===== src/rtl/ede_pkg.sv =====
// Shared types, sizes and helpers for the edit distance engine.
// No dependencies; every other file imports this package.
`timescale 1ns / 1ps

package ede_pkg;

    localparam int MAX_QUERY     = 16;
    localparam int MAX_CANDIDATE = 255;

    localparam int DIST_W  = 8;
    localparam int CHAR_W  = 8;
    localparam int LEN_W   = 5;
    localparam int CFG_W   = 64;
    localparam int CIDX_W  = 2;
    localparam int POS_W   = $clog2(MAX_QUERY + 1);
    localparam int CNT_W   = $clog2(MAX_CANDIDATE + 1);
    localparam int BYTES_PER_REG = CFG_W / CHAR_W;

    typedef logic [DIST_W-1:0] t_dist;
    typedef logic [CHAR_W-1:0] t_char;
    typedef logic [POS_W-1:0]  t_pos;

    localparam t_dist DIST_MAX = '1;

    typedef enum logic [CIDX_W-1:0] {
        CFG_QUERY_LEN  = 2'd0,
        CFG_CHARS_LOW  = 2'd1,
        CFG_CHARS_HIGH = 2'd2
    } t_cfg_reg;

    // One character travelling down the row of cells.
    typedef struct packed {
        logic  valid;
        t_char ch;
        logic  proc;      // character updates the column
        logic  last;
        logic  too_long;
        t_dist left_new;  // updated entry of the previous cell
        t_dist left_old;  // entry of the previous cell before the update
        t_dist result;    // entry picked by the query length
    } t_token;

    function automatic t_dist sat_inc(t_dist v);
        return (v == DIST_MAX) ? v : v + t_dist'(1);
    endfunction

    function automatic t_dist min3(t_dist a, t_dist b, t_dist c);
        t_dist m;
        m = (b < a) ? b : a;
        return (c < m) ? c : m;
    endfunction

endpackage


===== src/rtl/ede_front.sv =====
// Head cell of the row: counts candidate characters (column entry 0),
// flags words that are too long and launches each item into the row.
// Depends on ede_pkg.
`timescale 1ns / 1ps

module ede_front
    import ede_pkg::*;
(
    input  logic   i_clk,
    input  logic   i_rst_n,
    input  logic   i_adv,
    input  logic   i_accept,
    input  t_char  i_char,
    input  logic   i_has_char,
    input  logic   i_last,
    input  logic   i_sel,
    output t_token o_tok
);

    logic [CNT_W-1:0] r_count, n_count;
    logic             r_too_long, n_too_long;
    t_dist            r_dp0, n_dp0;
    t_token           r_tok, n_tok;

    logic  w_full;
    logic  w_proc;
    t_dist w_new;

    always_comb begin
        w_full = (r_count >= CNT_W'(MAX_CANDIDATE));
        w_proc = i_has_char & ~w_full;
        w_new  = w_proc ? sat_inc(r_dp0) : r_dp0;

        n_tok.valid    = i_accept;
        n_tok.ch       = i_char;
        n_tok.proc     = w_proc;
        n_tok.last     = i_last;
        n_tok.too_long = r_too_long | (i_has_char & w_full);
        n_tok.left_new = w_new;
        n_tok.left_old = r_dp0;
        // keep result from entry 0 only when the query is empty
        n_tok.result   = i_sel ? w_new : '0;

        n_count    = r_count;
        n_too_long = r_too_long;
        n_dp0      = r_dp0;
        if (i_accept) begin
            if (i_last) begin
                // restart the column for the next word
                n_count    = '0;
                n_too_long = 1'b0;
                n_dp0      = '0;
            end else begin
                n_count    = w_proc ? r_count + CNT_W'(1) : r_count;
                n_too_long = n_tok.too_long;
                n_dp0      = w_new;
            end
        end
    end

    always_ff @(posedge i_clk) begin
        if (!i_rst_n) begin
            r_count    <= '0;
            r_too_long <= 1'b0;
            r_dp0      <= '0;
            r_tok      <= '0;
        end else if (i_adv) begin
            r_count    <= n_count;
            r_too_long <= n_too_long;
            r_dp0      <= n_dp0;
            r_tok      <= n_tok;
        end
    end

    assign o_tok = r_tok;

endmodule


===== src/rtl/ede_cell.sv =====
// One query position of the row: holds its column entry and updates it
// as each candidate character passes by, one cell per cycle while the row is not stalled.
// Depends on ede_pkg.
`timescale 1ns / 1ps

module ede_cell
    import ede_pkg::*;
(
    input  logic   i_clk,
    input  logic   i_rst_n,
    input  logic   i_adv,
    input  t_char  i_qchar,
    input  t_dist  i_init,
    input  logic   i_sel,
    input  t_token i_tok,
    output t_token o_tok
);

    t_dist  r_dp, n_dp;
    t_token r_tok, n_tok;

    t_dist w_sub;
    t_dist w_new;

    always_comb begin
        w_sub = (i_qchar == i_tok.ch) ? i_tok.left_old : sat_inc(i_tok.left_old);
        w_new = i_tok.proc ? min3(sat_inc(i_tok.left_new), sat_inc(r_dp), w_sub) : r_dp;

        n_tok          = i_tok;
        n_tok.left_new = w_new;
        n_tok.left_old = r_dp;
        n_tok.result   = (i_sel && i_tok.last) ? w_new : i_tok.result;

        n_dp = r_dp;
        if (i_tok.valid) begin
            // drop back to the start value once the word has passed
            n_dp = i_tok.last ? i_init : w_new;
        end
    end

    always_ff @(posedge i_clk) begin
        if (!i_rst_n) begin
            r_dp  <= i_init;
            r_tok <= '0;
        end else if (i_adv) begin
            r_dp  <= n_dp;
            r_tok <= n_tok;
        end
    end

    assign o_tok = r_tok;

endmodule


===== src/rtl/edit_distance_engine.sv =====
// Levenshtein distance engine: a row of MAX_QUERY cells, one per query position.
// A last-marked item passes through the head cell register, then one register
// per query cell, then the output register, which offers its result.
// Throughput: one character per cycle while the row shifts, which it does
// whenever the output register is empty or being taken. Synchronous active-low
// reset restores every column entry to its position and clears query registers
// to zero.
`timescale 1ns / 1ps

module edit_distance_engine
    import ede_pkg::*;
(
    input  logic              i_clk,
    input  logic              i_rst_n,
    // configuration writes
    input  logic              i_cfg_valid,
    output logic              o_cfg_ready,
    input  logic [CIDX_W-1:0] i_cfg_index,
    input  logic [CFG_W-1:0]  i_cfg_data,
    // candidate characters
    input  logic              i_s_axis_tvalid,
    output logic              o_s_axis_tready,
    input  logic [7:0]        i_s_axis_tdata,   // [7:0] cand_char
    input  logic [0:0]        i_s_axis_tuser,   // [0] has_char
    input  logic              i_s_axis_tlast,   // last
    // distances
    output logic              o_m_axis_tvalid,
    input  logic              i_m_axis_tready,
    output logic [7:0]        o_m_axis_tdata,   // [7:0] distance
    output logic [0:0]        o_m_axis_tuser    // [0] overflow
);

    logic [LEN_W-1:0] r_len;
    logic [CFG_W-1:0] r_qlo;
    logic [CFG_W-1:0] r_qhi;

    logic   w_adv;
    logic   w_accept;
    t_pos   w_m;
    t_token w_tok [0:MAX_QUERY];

    logic  r_out_valid;
    t_dist r_out_dist;
    logic  r_out_ovf;

    assign o_cfg_ready = 1'b1;

    always_ff @(posedge i_clk) begin
        if (!i_rst_n) begin
            r_len <= '0;
            r_qlo <= '0;
            r_qhi <= '0;
        end else if (i_cfg_valid) begin
            case (i_cfg_index)
                CFG_QUERY_LEN:  r_len <= i_cfg_data[LEN_W-1:0];
                CFG_CHARS_LOW:  r_qlo <= i_cfg_data;
                CFG_CHARS_HIGH: r_qhi <= i_cfg_data;
                default: ;
            endcase
        end
    end

    always_comb begin
        if (int'(r_len) > MAX_QUERY) begin
            w_m = POS_W'(MAX_QUERY);
        end else begin
            w_m = POS_W'(r_len);
        end
    end

    assign w_adv           = ~r_out_valid | i_m_axis_tready;
    assign o_s_axis_tready = w_adv;
    assign w_accept        = i_s_axis_tvalid & w_adv;

    ede_front u_front (
        .i_clk      (i_clk),
        .i_rst_n    (i_rst_n),
        .i_adv      (w_adv),
        .i_accept   (w_accept),
        .i_char     (i_s_axis_tdata),
        .i_has_char (i_s_axis_tuser[0]),
        .i_last     (i_s_axis_tlast),
        .i_sel      (w_m == '0),
        .o_tok      (w_tok[0])
    );

    for (genvar g = 1; g <= MAX_QUERY; g++) begin : g_cell
        t_char w_qchar;

        if (g - 1 < BYTES_PER_REG) begin : g_low
            assign w_qchar = r_qlo[CHAR_W*(g-1) +: CHAR_W];
        end else if (g - 1 < 2 * BYTES_PER_REG) begin : g_high
            assign w_qchar = r_qhi[CHAR_W*(g-1-BYTES_PER_REG) +: CHAR_W];
        end else begin : g_none
            assign w_qchar = '0;
        end

        ede_cell u_cell (
            .i_clk   (i_clk),
            .i_rst_n (i_rst_n),
            .i_adv   (w_adv),
            .i_qchar (w_qchar),
            .i_init  ((g > 255) ? DIST_MAX : DIST_W'(g)),
            .i_sel   (w_m == POS_W'(g)),
            .i_tok   (w_tok[g-1]),
            .o_tok   (w_tok[g])
        );
    end

    // hold the result until taken; the row stalls behind it
    always_ff @(posedge i_clk) begin
        if (!i_rst_n) begin
            r_out_valid <= 1'b0;
            r_out_dist  <= '0;
            r_out_ovf   <= 1'b0;
        end else if (w_adv) begin
            r_out_valid <= w_tok[MAX_QUERY].valid & w_tok[MAX_QUERY].last;
            r_out_dist  <= w_tok[MAX_QUERY].too_long ? DIST_MAX : w_tok[MAX_QUERY].result;
            r_out_ovf   <= w_tok[MAX_QUERY].too_long;
        end
    end

    assign o_m_axis_tvalid   = r_out_valid;
    assign o_m_axis_tdata    = r_out_dist;
    assign o_m_axis_tuser[0] = r_out_ovf;

endmodule


===== config.mk =====
export PLATFORM = sky130hd
export DESIGN_NAME = edit_distance_engine
export DESIGN_NICKNAME = d
export VERILOG_FILES = /design/src/rtl/ede_pkg.sv /design/src/rtl/ede_front.sv /design/src/rtl/ede_cell.sv /design/src/rtl/edit_distance_engine.sv
export SDC_FILE = /design/constraint.sdc
export NUM_CORES = 2
export LEC_CHECK = 0
export BUFFER_PORTS_ARGS = -buffer_cell sky130_fd_sc_hd__buf_2
export CAP_MARGIN = 10
export CORE_MARGIN = 2
export CORE_UTILIZATION = 50
export CTS_CLUSTER_DIAMETER = 60
export DETAILED_ROUTE_END_ITERATION = 16
export MAX_ROUTING_LAYER = met4
export PLACE_DENSITY = 0.73
export SLEW_MARGIN = 5
export SYNTH_ARGS = -nofsm -noshare
export SYNTH_HDL_FRONTEND = slang
export SYNTH_SLANG_ARGS = --single-unit

===== constraint.sdc =====
create_clock -name i_clk -period 5.29 [get_ports i_clk]
set_input_delay 0 -clock i_clk [delete_from_list [all_inputs] [get_ports i_clk]]
set_output_delay 0 -clock i_clk [all_outputs]
set_load 0.005 [all_outputs]

# Yosys cells after proc, flatten, opt, wreduce, memory -nomap -nowiden
# Cells that the tools add are included.
word_totals:
  input_bits: 81
  reg_bits: 875
classes:
  n_reduce_logical: 40
  add_sub_neg: 50
  eq_ne: 83
  magnitude_cmp: 34
  bitwise: 8
  muxes: 153
op_table:
  columns: ["op", "n"]
  rows:
  - ["8-bit two-way mux", 151]
  - ["8-bit by 1-bit adder with 8-bit output, second input constant", 50]
  - ["8-bit == test, second input constant", 49]
  - ["8-bit < comparator", 32]
  - ["8-bit == test", 16]
  - ["5-bit by 4-bit == test with 1-bit output, second input constant", 8]
  - ["2-bit AND reduction", 20]
  - ["5-bit by 3-bit == test with 1-bit output, second input constant", 4]
  - ["1-bit logical AND", 16]
  - ["5-bit by 2-bit == test with 1-bit output, second input constant", 2]
  - ["8-bit greater-or-equal comparator, second input constant", 1]
  - ["5-bit by 1-bit == test with 1-bit output, second input constant", 1]
  - ["5-bit == test, second input constant", 1]
  - ["5-bit > comparator, second input constant", 1]
  - ["5-bit logical NOT", 1]
  - ["5-bit two-way mux", 1]
  - ["1-bit bitwise AND", 4]
  - ["3-bit AND reduction", 1]
  - ["2-bit by 1-bit == test with 1-bit output, second input constant", 1]
  - ["2-bit == test, second input constant", 1]
  - ["2-bit logical NOT", 1]
  - ["1-bit inverter", 2]
  - ["1-bit bitwise OR", 2]
  - ["2-bit nonzero test", 1]
  - ["1-bit two-way mux", 1]

# Depth between registers and ports, before layout
depth:
  word_depth: 8
  mapped_depth: 25
  ltp_nobuf: 24

# Hierarchy
# A second synthesis with hierarchy kept.
hier_totals:
  cells_unflattened: 6006
  hier_area_um2: 54848.9
by_module_without_submodules:
  columns: ["mod", "instances", "area_per_inst_um2", "seq_area_each_um2", "cells_per_inst"]
  rows:
  - ["ede_cell at g_cell[10].u_cell ...", 15, 2954.1, 960.9, 322]
  - ["edit_distance_engine", 1, 5252.5, 2862.7, 590]
  - ["ede_cell at g_cell[1].u_cell", 1, 2985.4, 960.9, 334]
  - ["ede_front", 1, 2299.7, 1061.0, 252]

# Worst setup path after synthesis
# OpenSTA, ideal clock, no wires.
synth_path:
  path_type: "register -> register"
  from: "register g_cell[6].u_cell.r_dp[1]"
  to: "register g_cell[6].u_cell.r_dp[6]"
  slack_ns: -0.021
  setup_ns: 0.070
  n_path_buf: 1
  arrival_time_ns: 5.241
  path_stages_with_launch: 21
  required_ns: 5.220
  path_cell_list: "dfxtp_1 ha_1 nand3_1 or2_2 mux2i_1 inv_1 ha_1 or4_1 a2111oi_2 o31ai_1 a31oi_4 mux2_2 ha_1 a211oi_1 nor2b_1 o31ai_1 o21a_1 buf_6 mux2i_1 or4_1 a21oi_1"
synth_between:
  elab_chain_cells: 8
synth_lines:
  columns: ["element", "line", "source"]
  rows:
  - ["from (decl)", "ede_cell.sv:19", "t_dist r_dp, n_dp;"]
  - ["from (signal assigned)", "ede_cell.sv:43", "r_dp <= i_init;"]
  - ["from (signal assigned)", "ede_cell.sv:46", "r_dp <= n_dp;"]
  - ["8-bit by 1-bit adder with 8-bit output or 8-bit == test (tied branches)", "ede_pkg.sv:44", "return (v == DIST_MAX) ? v : v + t_dist'(1);"]
  - ["8-bit two-way mux (*)", "ede_pkg.sv:44", null]
  - ["8-bit < comparator", "ede_pkg.sv:49", "m = (b < a) ? b : a;"]
  - ["8-bit two-way mux (*)", "ede_pkg.sv:49", null]
  - ["8-bit < comparator", "ede_pkg.sv:50", "return (c < m) ? c : m;"]
  - ["8-bit two-way mux (*)", "ede_pkg.sv:50", null]
  - ["8-bit two-way mux (*)", "ede_cell.sv:27", "w_new = i_tok.proc ? min3(sat_inc(i_tok.left_new), sat_inc(r_dp), w_sub) : r_dp;"]
  - ["8-bit two-way mux (*)", "ede_cell.sv:37", "n_dp = i_tok.last ? i_init : w_new;"]
# Mark *: on every way between the ends. The rest lies on a longest branch, timed or not.
# A chain may end at the register's enable or synchronous reset.

# Worst setup path in the final report
layout_path:
  from: "register g_cell[14].u_cell.r_dp[0]"
  to: "register g_cell[14].u_cell.r_dp[6]"
layout_between:
  elab_chain_cells: 8
layout_lines:
  columns: ["element", "line"]
  rows:
  - ["from (decl)", "ede_cell.sv:19"]
  - ["from (signal assigned)", "ede_cell.sv:43"]
  - ["from (signal assigned)", "ede_cell.sv:46"]
  - ["8-bit by 1-bit adder with 8-bit output or 8-bit == test (tied branches)", "ede_pkg.sv:44"]
  - ["8-bit two-way mux (*)", "ede_pkg.sv:44"]
  - ["8-bit < comparator", "ede_pkg.sv:49"]
  - ["8-bit two-way mux (*)", "ede_pkg.sv:49"]
  - ["8-bit < comparator", "ede_pkg.sv:50"]
  - ["8-bit two-way mux (*)", "ede_pkg.sv:50"]
  - ["8-bit two-way mux (*)", "ede_cell.sv:27"]
  - ["8-bit two-way mux (*)", "ede_cell.sv:37"]
# Marked as above.

==> out/metrics.csv <==
metric;value;unit
outcome;finished, violations left;
failed_checks;hold timing;
grt_pass1_wl;260000;um
routedWlPerCell;19.3;um
worstMarginPinSlew;1.24;ns
ios;93;
fin_crit;5.16;ns
synth_top_cell_area_share;33.3;%
synth_compound_area_share;22.0;%
irDropWorstVdd;0.237;mV
ys_seq_area_share;33.3;%
wirelength_met1;72800;um
hold_depth;5;
ys_types;113;
first_global_vias;47811;
finalInstanceArea;0.0611;mm^2
r2r_slack;0.13;ns
io_buffers;91;
core_area;0.104;mm^2
synth_area_per_cell;7.62;um^2
start_util;50.5;%
ys.flop_type;dfxtp_1;
synth_top_family_by_area;simple AND/OR/NAND/NOR gates;
cp_max_fo;6;
syn-num-nets;7204;
grt-ovfl-total;0;
fin_crit_sh;97.5;%
hold_path.startpoint;i_m_axis_tready;
async_reset_ff_share;0;%
place_congestion;0.964;
syn_to_final_growth;16.3;%
first_pass_iters;6;
r2r_end;g_cell[14].u_cell.r_dp[6];
worstSetupPathType;reg -> reg;
synthMuxAreaShare;5.37;%
fin_util;58.8;%
die_w;328;um
setup_viol;0;
synth_edf_count;0;
dieHeight;328;um
critPathArrivalTime;5.78;ns
relSlewSlack;17.0;%
finalPower;16.1;mW
synth_adder_area_share;5.62;%
vias;51844;
ys_warn_count;0;
htreeDepth;3;
synth_top_cell_by_area;dfxtp_1;
worst_slack;0.132;ns
hp-class;in -> reg;
slew_viol_final;0;
maxCapViolCount;0;
placementRows;118;
wl_met3;9500;um
cts_buffers;97;
grt_max_degree;226;
final_nets;7417;
syn-cell-area;0.0525;mm^2
clk_path_buf_depth;3;
postPlaceCellArea;0.0557;mm^2
rsz0062_at_grt;yes;
synth_seq_cells;875;
start_kind;register;
powerDensity;263;mW/mm^2
top_layer_used;met4;
yosysMostFrequentCell;nand2_1;
antenna_found_initial;7;
wl;166000;um
drc;0;
worstSetupEndpointType;register;
path_clk_slew;0.06;ns
hold_viol_final;1;
synthCells;6897;
ant_nets;0;
drtIter0Drc;4766;
track_usage;30.4;%
cts_tree;yes;
ys_top_cells_by_area;dfxtp_1 (33%), nand2_1 (9.2%), a21oi_1 (7.8%);
synth_top_cells_by_count;nand2_1 (1288), dfxtp_1 (875), a21oi_1 (815);
hold_ws;-0.00844;ns
crit_required;5.91;ns
post-dp-hpwl;120000;um
min_to;g_cell[4].u_cell.o_tok[10];
post-place-ws;-0.144;ns
wl_met2;76300;um
synth-simple-area-share;24.2;%
clock_sinks;875;
clock_latency;0.70;ns
clock.fmax;194;MHz
synth_xor_area_share;4.92;%
dieArea;0.108;mm^2
skew;0.0490;ns
r2r_cells;20;
rr_startpoint;g_cell[14].u_cell.r_dp[0];
via_per_inst;6.04;
root_buffer;clkbuf_16;
fillCellCount;9521;
leakage;24.0;nW
drive_above_1_share;13.3;%
metal layers:
layer	vias to the layer above	GRT usage (%)
met3	346	3.76
li1	25142	-
met5	-	-
met4	0	12.3
met1	24751	39.5
met2	1605	48.1
power by group:
part	leakage, nW	switching, mW	internal [mW]	total [mW]
clock	1.66	2.96	4.17	7.14
combinational	15.2	1.22	0.928	2.14
sequential	7.09	0.115	6.69	6.80
total	24.0	4.30	11.8	16.1
per-stage QoR:
step / hold slack (ns) / TNS, ns / cells
2_1_floorplan: 0.136 / 0 / 6897
3_3_place_gp: 0.252 / -0.00973 / 8281
3_5_place_dp: 0.257 / -0.547 / 8281
4_1_cts: 0.00313 / 0 / 8543
5_1_grt: 0.0401 / -3.13 / 8578
6_report: -0.00844 / 0 / 8579
critical path, stage by stage (launching register included):
cell and delay, ns:
dfxtp_2 0.35, ha_4 0.15, nand2_1 0.07, or3_4 0.40, nand4_1 0.12, xor2_1 0.21, inv_1 0.07, ha_1 0.29
o2111a_1 0.21, a21oi_2 0.06, maj3_2 0.34, o21ai_4 0.28, buf_4 0.17, mux2_2 0.36, ha_1 0.32, a21oi_2 0.08
o211a_1 0.22, o2111a_1 0.21, or3_4 0.45, o31ai_1 0.52, a32o_1 0.20
logic make-up (layout without fill, tap and decap cells):
| group | after synthesis | count (layout) |
|---|---|---|
| buffers and inverters | 619 | 914 |
| muxes | 271 | 271 |
| DFF | 875 | 875 |
| xor gates and xnor gates | 295 | 295 |
| adders and majority gates | 238 | 238 |
| other | 1 | 8 |
| AOI/OAI and AO/OA | 1873 | 1873 |
| and+or+nand+nor | 2725 | 2725 |
layout make-up:
| cell class | instances | area, um^2 | area share, % |
|---|---|---|---|
| clock buffer | 133 | 2780 | 4.54 |
| sequential | 875 | 17500 | 28.7 |
| tap | 1380 | 1730 | 2.83 |
| multi-input combinational | 5403 | 33600 | 55.0 |
| clock inverter | 48 | 612 | 1.00 |
| antenna | 7 | 17.5 | 0.0287 |
| timing repair buffer | 520 | 4040 | 6.61 |
| inverter | 213 | 815 | 1.33 |
cells in the final DEF, fill, tap and decap left out, types with 77 or more instances in the layout:
| cell | synthesis | routed |
|---|---|---|
| mux2i_1 | 189 | 162 |
| xor2_1 | 132 | 129 |
| dlygate4sd3_1 | 0 | 80 |
| inv_1 | 212 | 210 |
| a21o_1 | 78 | 78 |
| ha_1 | 226 | 210 |
| a21oi_1 | 815 | 798 |
| nand3_1 | 282 | 280 |
| nor3_1 | 135 | 129 |
| xnor2_1 | 163 | 162 |
| clkbuf_16 | 0 | 99 |
| buf_2 | 28 | 90 |
| nor2_1 | 376 | 370 |
| nand2_1 | 1288 | 1283 |
| mux2_2 | 80 | 78 |
| and3_1 | 95 | 94 |
| nand4_1 | 122 | 122 |
| dfxtp_1 | 875 | 853 |
| buf_4 | 9 | 331 |
| a31oi_1 | 82 | 77 |
| o21ai_0 | 361 | 347 |
state kept, by name, indices dropped and copies added (netlist names), 8 cells and up:
name and count:
u_front.o_tok 36, o_m_axis_tdata 8, u_front.r_count 8, r_qhi 64
r_qlo 64, g_cell.u_cell.o_tok 551, g_cell.u_cell.r_dp 128, u_front.r_dp0 8
worst max-delay path by stage:
stage,to,startpoint,slack (ns)
floorplan,g_cell[5].u_cell.o_tok[23],g_cell[4].u_cell.o_tok[16],0.006
global placement,g_cell[5].u_cell.o_tok[23],g_cell[5].u_cell.r_dp[0],-0.01
detailed placement,g_cell[3].u_cell.o_tok[4],g_cell[3].u_cell.r_dp[4],-0.14
CTS,g_cell[4].u_cell.o_tok[3],g_cell[3].u_cell.o_tok[16],0.002
global route,g_cell[6].u_cell.r_dp[7],g_cell[6].u_cell.r_dp[0],-0.13
finish,g_cell[14].u_cell.r_dp[6],g_cell[14].u_cell.r_dp[0],0.13
what timing repair did:
item | CTS | global route
endpoints found under the setup margin | 32 | 293
resized for setup | 14 | 244
hold endpoints to repair | 211 | 0
buffers inserted | 1 | 31
gates cloned | 0 | 1
pin swaps | 1 | 51
hold buffers | 80 | 0
Power figures use the tool's default switching activity.
